### src/sv/linear_interp_pcm_resampler_macros.svh
// Assertion macros for the linear interpolating PCM resampler.
// Each macro expects signals named clk and rst in the scope where it is used.
`ifndef LINEAR_INTERP_PCM_RESAMPLER_MACROS_SVH
`define LINEAR_INTERP_PCM_RESAMPLER_MACROS_SVH

// Same-cycle implication, checked outside reset.
`define LIPR_ASSERT_NOW(lbl, ante, cons) \
  lbl: assert property (@(posedge clk) disable iff (rst) (ante) |-> (cons)) \
    else $error("lipr: same-cycle check failed");

// Next-cycle implication, checked outside reset.
`define LIPR_ASSERT_NEXT(lbl, ante, cons) \
  lbl: assert property (@(posedge clk) disable iff (rst) (ante) |=> (cons)) \
    else $error("lipr: next-cycle check failed");

`endif

### src/sv/lipr_pkg.sv
// Shared types, constants and helper functions of the PCM resampler.
// Used by the interfaces, the controller, the datapath and the top level.
package lipr_pkg;

  localparam int SampleW  = 16;
  localparam int RateW    = 16;
  localparam int RemW     = RateW + 1;
  localparam int LegCap   = 12;
  localparam int LegW     = 4;
  localparam int DivSteps = 16;
  localparam int DivCntW  = 4;
  localparam int NumW     = 2 * RateW + 2;
  localparam int MagW     = 2 * RateW;
  localparam int IdxW     = 2;
  localparam int Lanes    = 2;

  localparam logic [IdxW-1:0] RegSourceRate = 2'd0;
  localparam logic [IdxW-1:0] RegTargetRate = 2'd1;
  localparam logic [IdxW-1:0] RegEightBit   = 2'd2;
  localparam logic [IdxW-1:0] RegStereo     = 2'd3;

  localparam logic [RateW-1:0] SourceRateReset = 16'd22050;
  localparam logic [RateW-1:0] TargetRateReset = 16'd44100;

  localparam logic signed [SampleW:0] SampleMax = 17'sd32767;
  localparam logic signed [SampleW:0] SampleMin = -17'sd32768;

  typedef enum logic [3:0] {
    ST_IDLE,
    ST_INTERP_TEST,
    ST_MUL,
    ST_SUM,
    ST_DIV,
    ST_ADV,
    ST_EMIT_I,
    ST_HOLD_TEST,
    ST_EMIT_H,
    ST_FINISH
  } state_t;

  typedef struct packed {
    logic ready;
    logic load;
    logic interp_close;
    logic mul;
    logic sum;
    logic div_step;
    logic advance;
    logic emit;
    logic hold;
    logic finish;
  } cmd_t;

  typedef struct packed {
    logic have_prev;
    logic fin;
    logic interp_more;
    logic hold_more;
    logic div_last;
    logic out_free;
  } status_t;

  // An 8-bit sample is unsigned in the low byte; (s - 128) * 256 is the
  // byte with its top bit inverted, placed in the high byte.
  function automatic logic signed [SampleW-1:0] widen(input logic [SampleW-1:0] raw,
                                                      input logic eight_bit);
    logic signed [SampleW-1:0] w;
    if (eight_bit) begin
      w = $signed({~raw[7], raw[6:0], 8'h00});
    end else begin
      w = $signed(raw);
    end
    return w;
  endfunction

endpackage

### src/sv/lipr_if.sv
// Valid/ready channel interfaces for source frames and resampled frames.
// Depends on lipr_pkg for the sample width.
interface lipr_in_if;
  logic                                valid;
  logic                                ready;
  logic signed [lipr_pkg::SampleW-1:0] left_sample;
  logic signed [lipr_pkg::SampleW-1:0] right_sample;
  logic                                final_frame;

  modport source(output valid, left_sample, right_sample, final_frame, input ready);
  modport sink(input valid, left_sample, right_sample, final_frame, output ready);
endinterface

interface lipr_out_if;
  logic                                valid;
  logic                                ready;
  logic signed [lipr_pkg::SampleW-1:0] out_left;
  logic signed [lipr_pkg::SampleW-1:0] out_right;
  logic                                run_end;
  logic                                stream_end;

  modport source(output valid, out_left, out_right, run_end, stream_end, input ready);
  modport sink(input valid, out_left, out_right, run_end, stream_end, output ready);
endinterface

### src/sv/linear_interp_pcm_resampler.sv
// Channel    | Dir | Transfer when       | Carries
// src        | in  | src.valid&src.ready | left_sample, right_sample, final_frame
// dst        | out | dst.valid&dst.ready | out_left, out_right, run_end, stream_end
// wr_*       | in  | wr_en               | wr_index, wr_data (rate and mode registers)
//
// One source frame at a time. Each interpolated result passes through the
// sixteen-step restoring divider that both channels share in lockstep; a
// held result skips it, and each frame also passes its test and update steps.
// Reset is synchronous and returns the rates and modes to their defaults and
// clears the stream state. A stalled output holds the machine at its emit step.
// Top level of the PCM resampler: controller, datapath and checks.
// Depends on lipr_pkg, lipr_if.sv, lipr_ctrl, lipr_datapath and the macro header.
`include "linear_interp_pcm_resampler_macros.svh"

module linear_interp_pcm_resampler (
  input  logic                       clk,
  input  logic                       rst,
  lipr_in_if.sink                    src,
  lipr_out_if.source                 dst,
  input  logic                       wr_en,
  input  logic [lipr_pkg::IdxW-1:0]  wr_index,
  input  logic [lipr_pkg::RateW-1:0] wr_data
);

  lipr_pkg::cmd_t    cmd;
  lipr_pkg::status_t sts;

  lipr_ctrl u_ctrl (
    .clk      (clk),
    .rst      (rst),
    .in_valid (src.valid),
    .sts      (sts),
    .cmd      (cmd)
  );

  lipr_datapath u_datapath (
    .clk      (clk),
    .rst      (rst),
    .wr_en    (wr_en),
    .wr_index (wr_index),
    .wr_data  (wr_data),
    .src      (src),
    .dst      (dst),
    .cmd      (cmd),
    .sts      (sts)
  );

  // A result may only be loaded when the output register is free to take it.
  `LIPR_ASSERT_NOW(a_emit_room, cmd.emit, sts.out_free)
  // A frame is worked on alone: no new transfer right after one is taken.
  `LIPR_ASSERT_NEXT(a_one_frame, src.valid && src.ready, !src.ready)
  // The end of a stream is always the end of its frame's run.
  `LIPR_ASSERT_NOW(a_stream_run, dst.valid && dst.stream_end, dst.run_end)

endmodule

### src/sv/lipr_ctrl.sv
// Sequencing state machine of the PCM resampler.
// Depends on lipr_pkg for the state, command and status types.
module lipr_ctrl (
  input  logic              clk,
  input  logic              rst,
  input  logic              in_valid,
  input  lipr_pkg::status_t sts,
  output lipr_pkg::cmd_t    cmd
);

  lipr_pkg::state_t state;
  lipr_pkg::state_t state_next;

  always_ff @(posedge clk) begin
    if (rst) begin
      state <= lipr_pkg::ST_IDLE;
    end else begin
      state <= state_next;
    end
  end

  always_comb begin
    state_next = state;
    cmd        = '0;
    unique case (state)
      lipr_pkg::ST_IDLE: begin
        cmd.ready = 1'b1;
        if (in_valid) begin
          cmd.load   = 1'b1;
          state_next = lipr_pkg::ST_INTERP_TEST;
        end
      end
      lipr_pkg::ST_INTERP_TEST: begin
        // Without a previous frame there is nothing to interpolate from.
        if (!sts.have_prev) begin
          state_next = sts.fin ? lipr_pkg::ST_HOLD_TEST : lipr_pkg::ST_FINISH;
        end else if (sts.interp_more) begin
          state_next = lipr_pkg::ST_MUL;
        end else begin
          cmd.interp_close = 1'b1;
          state_next = sts.fin ? lipr_pkg::ST_HOLD_TEST : lipr_pkg::ST_FINISH;
        end
      end
      lipr_pkg::ST_MUL: begin
        cmd.mul    = 1'b1;
        state_next = lipr_pkg::ST_SUM;
      end
      lipr_pkg::ST_SUM: begin
        cmd.sum    = 1'b1;
        state_next = lipr_pkg::ST_DIV;
      end
      lipr_pkg::ST_DIV: begin
        cmd.div_step = 1'b1;
        if (sts.div_last) begin
          state_next = lipr_pkg::ST_ADV;
        end
      end
      lipr_pkg::ST_ADV: begin
        cmd.advance = 1'b1;
        state_next  = lipr_pkg::ST_EMIT_I;
      end
      lipr_pkg::ST_EMIT_I: begin
        if (sts.out_free) begin
          cmd.emit   = 1'b1;
          state_next = lipr_pkg::ST_INTERP_TEST;
        end
      end
      lipr_pkg::ST_HOLD_TEST: begin
        if (sts.hold_more) begin
          cmd.advance = 1'b1;
          state_next  = lipr_pkg::ST_EMIT_H;
        end else begin
          state_next = lipr_pkg::ST_FINISH;
        end
      end
      lipr_pkg::ST_EMIT_H: begin
        cmd.hold = 1'b1;
        if (sts.out_free) begin
          cmd.emit   = 1'b1;
          state_next = lipr_pkg::ST_HOLD_TEST;
        end
      end
      lipr_pkg::ST_FINISH: begin
        cmd.finish = 1'b1;
        state_next = lipr_pkg::ST_IDLE;
      end
      default: begin
        state_next = lipr_pkg::ST_IDLE;
      end
    endcase
  end

endmodule

### src/sv/lipr_datapath.sv
// Datapath of the PCM resampler: rate registers, stream state, products,
// a two-lane restoring divider and the output register.
// Depends on lipr_pkg and on the channel interfaces in lipr_if.sv.
module lipr_datapath (
  input  logic                          clk,
  input  logic                          rst,
  input  logic                          wr_en,
  input  logic [lipr_pkg::IdxW-1:0]     wr_index,
  input  logic [lipr_pkg::RateW-1:0]    wr_data,
  lipr_in_if.sink                       src,
  lipr_out_if.source                    dst,
  input  lipr_pkg::cmd_t                cmd,
  output lipr_pkg::status_t             sts
);

  // Configuration registers.
  logic [lipr_pkg::RateW-1:0] source_rate;
  logic [lipr_pkg::RateW-1:0] target_rate;
  logic                       eight_bit_mode;
  logic                       stereo_mode;

  // Stream state kept between frames.
  logic                              have_prev;
  logic signed [lipr_pkg::SampleW-1:0] prev_l;
  logic signed [lipr_pkg::SampleW-1:0] prev_r;
  logic [lipr_pkg::RateW-1:0]        phase;

  // Working registers of the frame in progress.
  logic signed [lipr_pkg::SampleW-1:0] cur_l;
  logic signed [lipr_pkg::SampleW-1:0] cur_r;
  logic                              fin;
  logic [lipr_pkg::RemW-1:0]         rem_w;
  logic [lipr_pkg::LegW-1:0]         leg;

  // Per-lane arithmetic.
  logic signed [lipr_pkg::NumW-1:0]    prod_a [lipr_pkg::Lanes];
  logic signed [lipr_pkg::NumW-1:0]    prod_d [lipr_pkg::Lanes];
  logic                                neg    [lipr_pkg::Lanes];
  logic [lipr_pkg::RateW-1:0]          div_rem [lipr_pkg::Lanes];
  logic [lipr_pkg::RateW-1:0]          div_low [lipr_pkg::Lanes];
  logic [lipr_pkg::DivCntW-1:0]        div_cnt;

  logic signed [lipr_pkg::SampleW:0]   a17   [lipr_pkg::Lanes];
  logic signed [lipr_pkg::SampleW:0]   d17   [lipr_pkg::Lanes];
  logic signed [lipr_pkg::NumW-1:0]    num   [lipr_pkg::Lanes];
  logic [lipr_pkg::NumW-1:0]           mag   [lipr_pkg::Lanes];
  logic [lipr_pkg::RemW-1:0]           trial [lipr_pkg::Lanes];
  logic                                ge    [lipr_pkg::Lanes];
  logic signed [lipr_pkg::SampleW:0]   q_s   [lipr_pkg::Lanes];
  logic signed [lipr_pkg::SampleW-1:0] q_sat [lipr_pkg::Lanes];
  logic signed [lipr_pkg::RateW:0]     t17;
  logic signed [lipr_pkg::RateW:0]     r17;

  // Phase bookkeeping.
  logic [lipr_pkg::RemW:0]   rem_diff;
  logic                      rem_lt_t;
  logic [lipr_pkg::RemW-1:0] close_rem;
  logic [lipr_pkg::RemW:0]   hold_sum;
  logic [lipr_pkg::RemW:0]   close_sum;
  logic                      leg_open;
  logic                      after_close_ok;
  logic                      last;

  // Output register.
  logic                              out_valid;
  logic signed [lipr_pkg::SampleW-1:0] out_l;
  logic signed [lipr_pkg::SampleW-1:0] out_r;
  logic                              out_run_end;
  logic                              out_stream_end;
  logic signed [lipr_pkg::SampleW-1:0] res_l;
  logic signed [lipr_pkg::SampleW-1:0] res_r;

  always_ff @(posedge clk) begin
    if (rst) begin
      source_rate    <= lipr_pkg::SourceRateReset;
      target_rate    <= lipr_pkg::TargetRateReset;
      eight_bit_mode <= 1'b0;
      stereo_mode    <= 1'b0;
    end else if (wr_en) begin
      unique case (wr_index)
        lipr_pkg::RegSourceRate: source_rate    <= wr_data;
        lipr_pkg::RegTargetRate: target_rate    <= wr_data;
        lipr_pkg::RegEightBit:   eight_bit_mode <= wr_data[0];
        lipr_pkg::RegStereo:     stereo_mode    <= wr_data[0];
        default: ;
      endcase
    end
  end

  assign src.ready = cmd.ready;

  always_comb begin
    rem_diff  = {1'b0, rem_w} - {2'b00, target_rate};
    rem_lt_t  = rem_diff[lipr_pkg::RemW];
    close_rem = rem_lt_t ? '0 : rem_diff[lipr_pkg::RemW-1:0];
    hold_sum  = {1'b0, rem_w} + {2'b00, source_rate};
    close_sum = {1'b0, close_rem} + {2'b00, source_rate};
    leg_open  = (leg != lipr_pkg::LegW'(lipr_pkg::LegCap));
    after_close_ok = fin && (close_sum <= {2'b00, target_rate});

    sts.have_prev   = have_prev;
    sts.fin         = fin;
    sts.interp_more = rem_lt_t && leg_open;
    sts.hold_more   = (hold_sum <= {2'b00, target_rate}) && leg_open;
    sts.div_last    = (div_cnt == lipr_pkg::DivCntW'(lipr_pkg::DivSteps - 1));
    sts.out_free    = !out_valid || dst.ready;

    // Lookahead: is another result due from this frame after the one emitted?
    if (cmd.hold) begin
      last = !sts.hold_more;
    end else begin
      last = !(sts.interp_more || after_close_ok);
    end
  end

  always_comb begin
    t17 = $signed({1'b0, target_rate});
    r17 = $signed({1'b0, rem_w[lipr_pkg::RateW-1:0]});
    a17[0] = {prev_l[lipr_pkg::SampleW-1], prev_l};
    a17[1] = {prev_r[lipr_pkg::SampleW-1], prev_r};
    d17[0] = {cur_l[lipr_pkg::SampleW-1], cur_l} - a17[0];
    d17[1] = {cur_r[lipr_pkg::SampleW-1], cur_r} - a17[1];
    for (int k = 0; k < lipr_pkg::Lanes; k++) begin
      num[k]   = prod_a[k] + prod_d[k];
      mag[k]   = num[k][lipr_pkg::NumW-1] ? $unsigned(-num[k]) : $unsigned(num[k]);
      trial[k] = {div_rem[k], div_low[k][lipr_pkg::RateW-1]};
      ge[k]    = (trial[k] >= {1'b0, target_rate});
      q_s[k]   = neg[k] ? -$signed({1'b0, div_low[k]}) : $signed({1'b0, div_low[k]});
      if (q_s[k] > lipr_pkg::SampleMax) begin
        q_sat[k] = lipr_pkg::SampleMax[lipr_pkg::SampleW-1:0];
      end else if (q_s[k] < lipr_pkg::SampleMin) begin
        q_sat[k] = lipr_pkg::SampleMin[lipr_pkg::SampleW-1:0];
      end else begin
        q_sat[k] = q_s[k][lipr_pkg::SampleW-1:0];
      end
    end
    res_l = cmd.hold ? cur_l : q_sat[0];
    res_r = cmd.hold ? cur_r : q_sat[1];
  end

  always_ff @(posedge clk) begin
    if (rst) begin
      have_prev <= 1'b0;
      prev_l    <= '0;
      prev_r    <= '0;
      phase     <= '0;
      leg       <= '0;
      div_cnt   <= '0;
    end else begin
      if (cmd.load) begin
        cur_l <= lipr_pkg::widen(src.left_sample, eight_bit_mode);
        cur_r <= stereo_mode ? lipr_pkg::widen(src.right_sample, eight_bit_mode) : '0;
        fin   <= src.final_frame;
        rem_w <= {1'b0, phase};
        leg   <= '0;
      end
      // A close subtracts target_rate; a capped leg below it drops the rest.
      if (cmd.interp_close) begin
        rem_w <= close_rem;
        leg   <= '0;
      end
      if (cmd.advance) begin
        rem_w <= rem_w + {1'b0, source_rate};
        leg   <= leg + 1'b1;
      end
      if (cmd.sum) begin
        div_cnt <= '0;
      end
      if (cmd.div_step) begin
        div_cnt <= div_cnt + 1'b1;
      end
      if (cmd.finish) begin
        if (fin) begin
          have_prev <= 1'b0;
          prev_l    <= '0;
          prev_r    <= '0;
          phase     <= '0;
        end else begin
          have_prev <= 1'b1;
          prev_l    <= cur_l;
          prev_r    <= cur_r;
          phase     <= rem_w[lipr_pkg::RateW-1:0];
        end
      end
    end
  end

  // The dividend magnitude is below target_rate * 2^16, so sixteen restoring
  // steps give the whole quotient.
  always_ff @(posedge clk) begin
    for (int k = 0; k < lipr_pkg::Lanes; k++) begin
      if (cmd.mul) begin
        prod_a[k] <= a17[k] * t17;
        prod_d[k] <= d17[k] * r17;
      end
      if (cmd.sum) begin
        neg[k]     <= num[k][lipr_pkg::NumW-1];
        div_rem[k] <= mag[k][lipr_pkg::MagW-1:lipr_pkg::RateW];
        div_low[k] <= mag[k][lipr_pkg::RateW-1:0];
      end
      if (cmd.div_step) begin
        div_rem[k] <= ge[k] ? lipr_pkg::RateW'(trial[k] - {1'b0, target_rate})
                            : trial[k][lipr_pkg::RateW-1:0];
        div_low[k] <= {div_low[k][lipr_pkg::RateW-2:0], ge[k]};
      end
    end
  end

  always_ff @(posedge clk) begin
    if (rst) begin
      out_valid <= 1'b0;
    end else if (cmd.emit) begin
      out_valid <= 1'b1;
    end else if (dst.ready) begin
      out_valid <= 1'b0;
    end
  end

  always_ff @(posedge clk) begin
    if (cmd.emit) begin
      out_l          <= res_l;
      out_r          <= stereo_mode ? res_r : '0;
      out_run_end    <= last;
      out_stream_end <= last && fin;
    end
  end

  assign dst.valid      = out_valid;
  assign dst.out_left   = out_l;
  assign dst.out_right  = out_r;
  assign dst.run_end    = out_run_end;
  assign dst.stream_end = out_stream_end;

endmodule
### src/flat_wrapper.sv
// flat-port wrapper written by rule: the top's interface ports become plain ports
module linear_interp_pcm_resampler_flat 
  (clk, rst, wr_en, wr_index, wr_data, src_valid, src_left_sample, src_right_sample, src_final_frame, src_ready, dst_valid, dst_out_left, dst_out_right, dst_run_end, dst_stream_end, dst_ready);
  lipr_in_if src_i ();
  lipr_out_if dst_i ();
  input  logic clk;
  input  logic rst;
  input  logic wr_en;
  input  logic [lipr_pkg::IdxW-1:0] wr_index;
  input  logic [lipr_pkg::RateW-1:0] wr_data;
  input wire logic [$bits(src_i.valid)-1:0] src_valid;
  input wire logic [$bits(src_i.left_sample)-1:0] src_left_sample;
  input wire logic [$bits(src_i.right_sample)-1:0] src_right_sample;
  input wire logic [$bits(src_i.final_frame)-1:0] src_final_frame;
  output wire logic [$bits(src_i.ready)-1:0] src_ready;
  output wire logic [$bits(dst_i.valid)-1:0] dst_valid;
  output wire logic [$bits(dst_i.out_left)-1:0] dst_out_left;
  output wire logic [$bits(dst_i.out_right)-1:0] dst_out_right;
  output wire logic [$bits(dst_i.run_end)-1:0] dst_run_end;
  output wire logic [$bits(dst_i.stream_end)-1:0] dst_stream_end;
  input wire logic [$bits(dst_i.ready)-1:0] dst_ready;
  assign src_i.valid = src_valid;
  assign src_i.left_sample = src_left_sample;
  assign src_i.right_sample = src_right_sample;
  assign src_i.final_frame = src_final_frame;
  assign src_ready = src_i.ready;
  assign dst_valid = dst_i.valid;
  assign dst_out_left = dst_i.out_left;
  assign dst_out_right = dst_i.out_right;
  assign dst_run_end = dst_i.run_end;
  assign dst_stream_end = dst_i.stream_end;
  assign dst_i.ready = dst_ready;
  linear_interp_pcm_resampler u_core (.clk(clk), .rst(rst), .src(src_i), .dst(dst_i), .wr_en(wr_en), .wr_index(wr_index), .wr_data(wr_data));
endmodule
### config.mk
export PLATFORM = sky130hd
export DESIGN_NAME = linear_interp_pcm_resampler_flat
export DESIGN_NICKNAME = d
export VERILOG_FILES = /design/src/sv/lipr_pkg.sv /design/src/sv/lipr_if.sv /design/src/sv/linear_interp_pcm_resampler.sv /design/src/sv/lipr_ctrl.sv /design/src/sv/lipr_datapath.sv /design/src/flat_wrapper.sv
export VERILOG_INCLUDE_DIRS = /design/src /design/src/sv
export SDC_FILE = /design/constraint.sdc
export NUM_CORES = 2
export LEC_CHECK = 0
export BUFFER_PORTS_ARGS = -buffer_cell sky130_fd_sc_hd__buf_2
export CAP_MARGIN = 20
export CORE_ASPECT_RATIO = 0.8
export CORE_MARGIN = 2
export CORE_UTILIZATION = 40
export CTS_CLUSTER_SIZE = 14
export DETAILED_ROUTE_END_ITERATION = 7
export HOLD_SLACK_MARGIN = 0.05
export PLACE_DENSITY = 0.66
export SYNTH_ARGS = -nofsm -noshare
export SYNTH_HDL_FRONTEND = slang
export SYNTH_SLANG_ARGS = --single-unit
### constraint.sdc
create_clock -name clk -period 10.6 [get_ports clk]
set_input_delay 2.65 -clock clk [delete_from_list [all_inputs] [get_ports clk]]
set_output_delay 2.65 -clock clk [all_outputs]
set_load 0.01 [all_outputs]
==> impl_metrics.prom <==
# TYPE chip_impl_metric gauge
chip_impl_metric{name="post-cts-setup-buffer-count",unit=""} 0
chip_impl_info{name="worst_r2r_end",value="u_core.u_datapath.prod_d[0][66]"} 1
chip_impl_metric{name="fin_worst_skew",unit="ns"} 0.0430
chip_impl_metric{name="grt_pass1_vias",unit=""} 50700
chip_impl_info{name="layout.cells.most_common",value="inv_1"} 1
chip_impl_metric{name="path_buf_inv",unit=""} 7
chip_impl_metric{name="cts_buffers",unit=""} 48
chip_impl_metric{name="layout_stage_area_growth_over_the_synthesis_result",unit="%"} 7.53
chip_impl_metric{name="num-fill-cells",unit=""} 15500
chip_impl_info{name="most-common-layout-cells",value="1299 x inv_1, 944 x fa_1, 835 x nand2_1"} 1
chip_impl_metric{name="post_synth_inst_count",unit=""} 7264
chip_impl_metric{name="die_width",unit="um"} 452
chip_impl_metric{name="clk_pin_slew",unit="ns"} 0.07
chip_impl_metric{name="synth_fp_nets",unit=""} 8901
chip_impl_metric{name="drive_gt1_share",unit="%"} 5.45
chip_impl_info{name="rr_startpoint",value="u_core.u_datapath.prev_r[1]"} 1
chip_impl_metric{name="rows",unit=""} 131
chip_impl_metric{name="drc_violations_left",unit=""} 0
chip_impl_metric{name="setup.reg_to_reg.worst_slack",unit="ns"} 0.52
chip_impl_metric{name="viasPerCell",unit=""} 5.47
chip_impl_metric{name="route.antenna.remaining_nets",unit=""} 0
chip_impl_metric{name="layout_min_cycle_time",unit="ns"} 10.08
chip_impl_metric{name="mappedNetlistArea",unit="um^2"} 64200
chip_impl_info{name="cts.root.buffer_cell",value="clkbuf_16"} 1
chip_impl_metric{name="clkLatencyLatePin",unit="ns"} 0.68
chip_impl_info{name="crit_path_top_delay_cell",value="xnor2_1"} 1
chip_impl_metric{name="timing.setup.tns",unit="ns"} 0
chip_impl_metric{name="multi_input_area",unit="um^2"} 47800
chip_impl_metric{name="syn_area_per_cell",unit="um^2"} 8.84
chip_impl_metric{name="fin_nets",unit=""} 8862
chip_impl_metric{name="yosys.cell_types.count",unit=""} 90
chip_impl_metric{name="maxCapViolations",unit=""} 0
chip_impl_metric{name="cts.sink_count",unit=""} 380
chip_impl_info{name="worst_setup_path_start_kind",value="register"} 1
chip_impl_metric{name="detailroute.via_count",unit=""} 51400
chip_impl_info{name="tritoncts_clock_tree",value="built"} 1
chip_impl_metric{name="fmaxAchievable",unit="GHz"} 0.0992
chip_impl_metric{name="total_number_of_yosys_warnings",unit=""} 0
chip_impl_metric{name="core_utilization_of_the_finished_layout",unit="%"} 43.3
chip_impl_metric{name="critical_path_peak_fanout",unit=""} 12
chip_impl_metric{name="start_util",unit="%"} 40.3
chip_impl_metric{name="synth_edf_count",unit=""} 284
chip_impl_metric{name="final_non_filler_cell_area",unit="um^2"} 69000
chip_impl_metric{name="fin_crit_sh",unit="%"} 95.1
chip_impl_metric{name="grt-ovfl-total",unit=""} 0
chip_impl_metric{name="slowest_delay",unit="ns"} 0.84
chip_impl_metric{name="hpwlAfterDp",unit="um"} 155000
chip_impl_metric{name="dpl_cell_area",unit="um^2"} 67200
chip_impl_info{name="outcome",value="finished, final reports clean"} 1
chip_impl_metric{name="worst-endpoint-arrival",unit="ns"} 10.47
chip_impl_metric{name="globalRouteTotalUtil",unit="%"} 24.0
chip_impl_metric{name="cp_data_required_time",unit="ns"} 10.99
chip_impl_metric{name="worst_pin_slew",unit="ns"} 1.10
chip_impl_metric{name="final_report_max_slew_violation_count",unit=""} 0
chip_impl_info{name="min_path_type",value="reg2reg"} 1
chip_impl_metric{name="timing.slew.headroom",unit="%"} 26.8
chip_impl_info{name="holdPathEnd",value="u_core.u_datapath.phase[0]"} 1
chip_impl_metric{name="io-pin-count",unit=""} 92
chip_impl_metric{name="routed_wire_length_per_instance",unit="um"} 20.9
chip_impl_metric{name="cts_max_level",unit=""} 2
chip_impl_metric{name="gpl.final_weighted_congestion",unit=""} 0.947
chip_impl_metric{name="dr.first_iter.drc_count",unit=""} 4746
chip_impl_info{name="path_class",value="reg2reg"} 1
chip_impl_metric{name="clk_path_buf_depth",unit=""} 3
chip_impl_metric{name="hold_depth",unit=""} 2
chip_impl_metric{name="regArea",unit="um^2"} 10500
chip_impl_metric{name="cts-resized-gates",unit=""} 0
chip_impl_info{name="hold_path.startpoint",value="u_core.u_datapath.phase[0]"} 1
chip_impl_info{name="yosys_most_used_dff",value="edfxtp_1"} 1
chip_impl_metric{name="drt_wl_total",unit="um"} 197000
chip_impl_metric{name="grt_first_pass_wirelength",unit="um"} 303000
chip_impl_metric{name="post_cts_hold_buffer_count",unit=""} 0
chip_impl_metric{name="synth_async_sr_flop_share",unit="%"} 0
chip_impl_metric{name="yosys_register_bits",unit=""} 380
chip_impl_metric{name="fin_cells",unit=""} 9395
chip_impl_metric{name="design.core.area",unit="um^2"} 159000
chip_impl_info{name="timing.critical_path.max_delay_family",value="adder cells"} 1
chip_impl_metric{name="design.die.area",unit="um^2"} 164000
chip_impl_metric{name="grt_antenna_before_repair",unit=""} 11
chip_impl_info{name="grt_setup_unrepaired",value="no"} 1
chip_impl_metric{name="die_h",unit="um"} 362
chip_impl_info{name="crit_top_cell",value="fa_1"} 1
chip_impl_metric{name="placed_cells_incl_taps",unit=""} 9300
chip_impl_info{name="worstSetupEndpointType",value="register"} 1
chip_impl_metric{name="report.final.hold_viol_count",unit=""} 0
chip_impl_metric{name="maximum_number_of_pins_on_one_net_before_global_route_repair",unit=""} 135
chip_impl_metric{name="synth-seq-area-share",unit="%"} 16.3
chip_impl_metric{name="drtPass1Iterations",unit=""} 8
chip_impl_metric{name="setup-violations-final",unit=""} 0
chip_impl_metric{name="r2r.worst_path.cells",unit=""} 34
chip_impl_metric{name="count_of_buffers_inserted_at_the_top_level_ports",unit=""} 91
==> worst max-delay path by stage <==
stage / from / to / slack (ns) / cells past startpoint
detailed placement: u_core.u_datapath.prev_l[1] / u_core.u_datapath.prod_d[0][33] / 0.49 / 35
global placement: u_core.u_datapath.prev_l[1] / u_core.u_datapath.prod_d[0][33] / 0.63 / 35
floorplan: u_core.u_ctrl.state[0] / u_core.u_datapath.prod_a[0][0] / 0.12 / 2
CTS: u_core.u_datapath.prev_l[1] / u_core.u_datapath.prod_d[0][33] / 0.42 / 35
finish: u_core.u_datapath.prev_r[1] / u_core.u_datapath.prod_d[0][66] / 0.52 / 34
global route: u_core.u_datapath.prev_r[1] / u_core.u_datapath.prod_d[0][66] / 0.08 / 35
==> cell type report <==
class,instances,share of cell area [%]
multi-input cells,5264,69.2
clock inverters,30,0.564
inverters,1312,7.14
diodes,2,0.00725
repair buffers,219,2.08
clock buffers,60,1.97
well taps,2128,3.86
flip-flops and latches,380,15.1
==> Yosys cell counts (91+ instances only) <==
cell | n | area (um^2)
inv_1 | 1301 | 4880
fa_1 | 944 | 18900
nand2_1 | 835 | 3130
ha_1 | 637 | 7970
nor2_1 | 474 | 1780
a21oi_1 | 362 | 1810
clkbuf_1 | 294 | 1100
and2_1 | 285 | 1780
edfxtp_1 | 284 | 8530
o21ai_0 | 241 | 1210
xnor2_1 | 221 | 1940
xor2_1 | 116 | 1020
nor2b_1 | 107 | 669
a21o_1 | 104 | 781
dfxtp_1 | 96 | 1920
nor3_1 | 94 | 470
nand3_1 | 91 | 455
==> worst reg2reg max path: cells and delay by family, from the launching register on <==
family,cells,cell delay [ns]
fa+ha+maj,8,3.70
compound gates,11,2.49
simple gates,6,1.06
buf+inv,7,0.99
xor+xnor,2,0.92
flops,1,0.65
==> cell families (layout without fill, tap and decap cells) <==
group	count (synthesis)	count (layout)	share of synthesized area [%]
compound gates	1063	1063	10.2
xor+xnor	337	337	4.60
fa+ha+maj	1597	1597	42.1
buf+inv	1620	1621	9.49
flops	380	380	16.3
mux	55	55	0.912
other cells	0	2	0
simple gates	2212	2212	16.4
==> sequential cells by signal, summed over array words and instances (netlist names), 4 cells and up <==
| signal | cells |
|---|---|
| u_core.u_datapath.prod_d | 68 |
| u_core.u_datapath.prod_a | 66 |
| u_core.u_datapath.div_low | 32 |
| u_core.u_datapath.div_rem | 32 |
| u_core.u_datapath.rem_w | 17 |
| u_core.u_datapath.cur_l | 16 |
| u_core.u_datapath.cur_r | 16 |
| u_core.u_datapath.dst.out_left | 16 |
| u_core.u_datapath.dst.out_right | 16 |
| u_core.u_datapath.phase | 16 |
| u_core.u_datapath.prev_l | 16 |
| u_core.u_datapath.prev_r | 16 |
| u_core.u_datapath.source_rate | 16 |
| u_core.u_datapath.target_rate | 16 |
| u_core.u_ctrl.state | 4 |
| u_core.u_datapath.div_cnt | 4 |
| u_core.u_datapath.leg | 4 |
==> layer usage <==
metal	part of all wire, %	vias to the layer above	track usage, %
met4	2.6	4	5.97
met2	41	2148	34.9
met5	0.013	-	0
met3	11	262	5.83
li1	-	23200	-
met1	45	25800	35.5
==> stage by stage <==
stage	hold slack (ns)	setup WS (ns)
after detailed placement	0.459	0.491
after global routing	0.488	0.0779
after CTS	0.471	0.424
final	0.470	0.518
after global placement	0.449	0.630
after floorplan	0.433	0.118
Power is not shown: default switching activity piles up to over one toggle a cycle in this logic, so the estimate is an artifact.
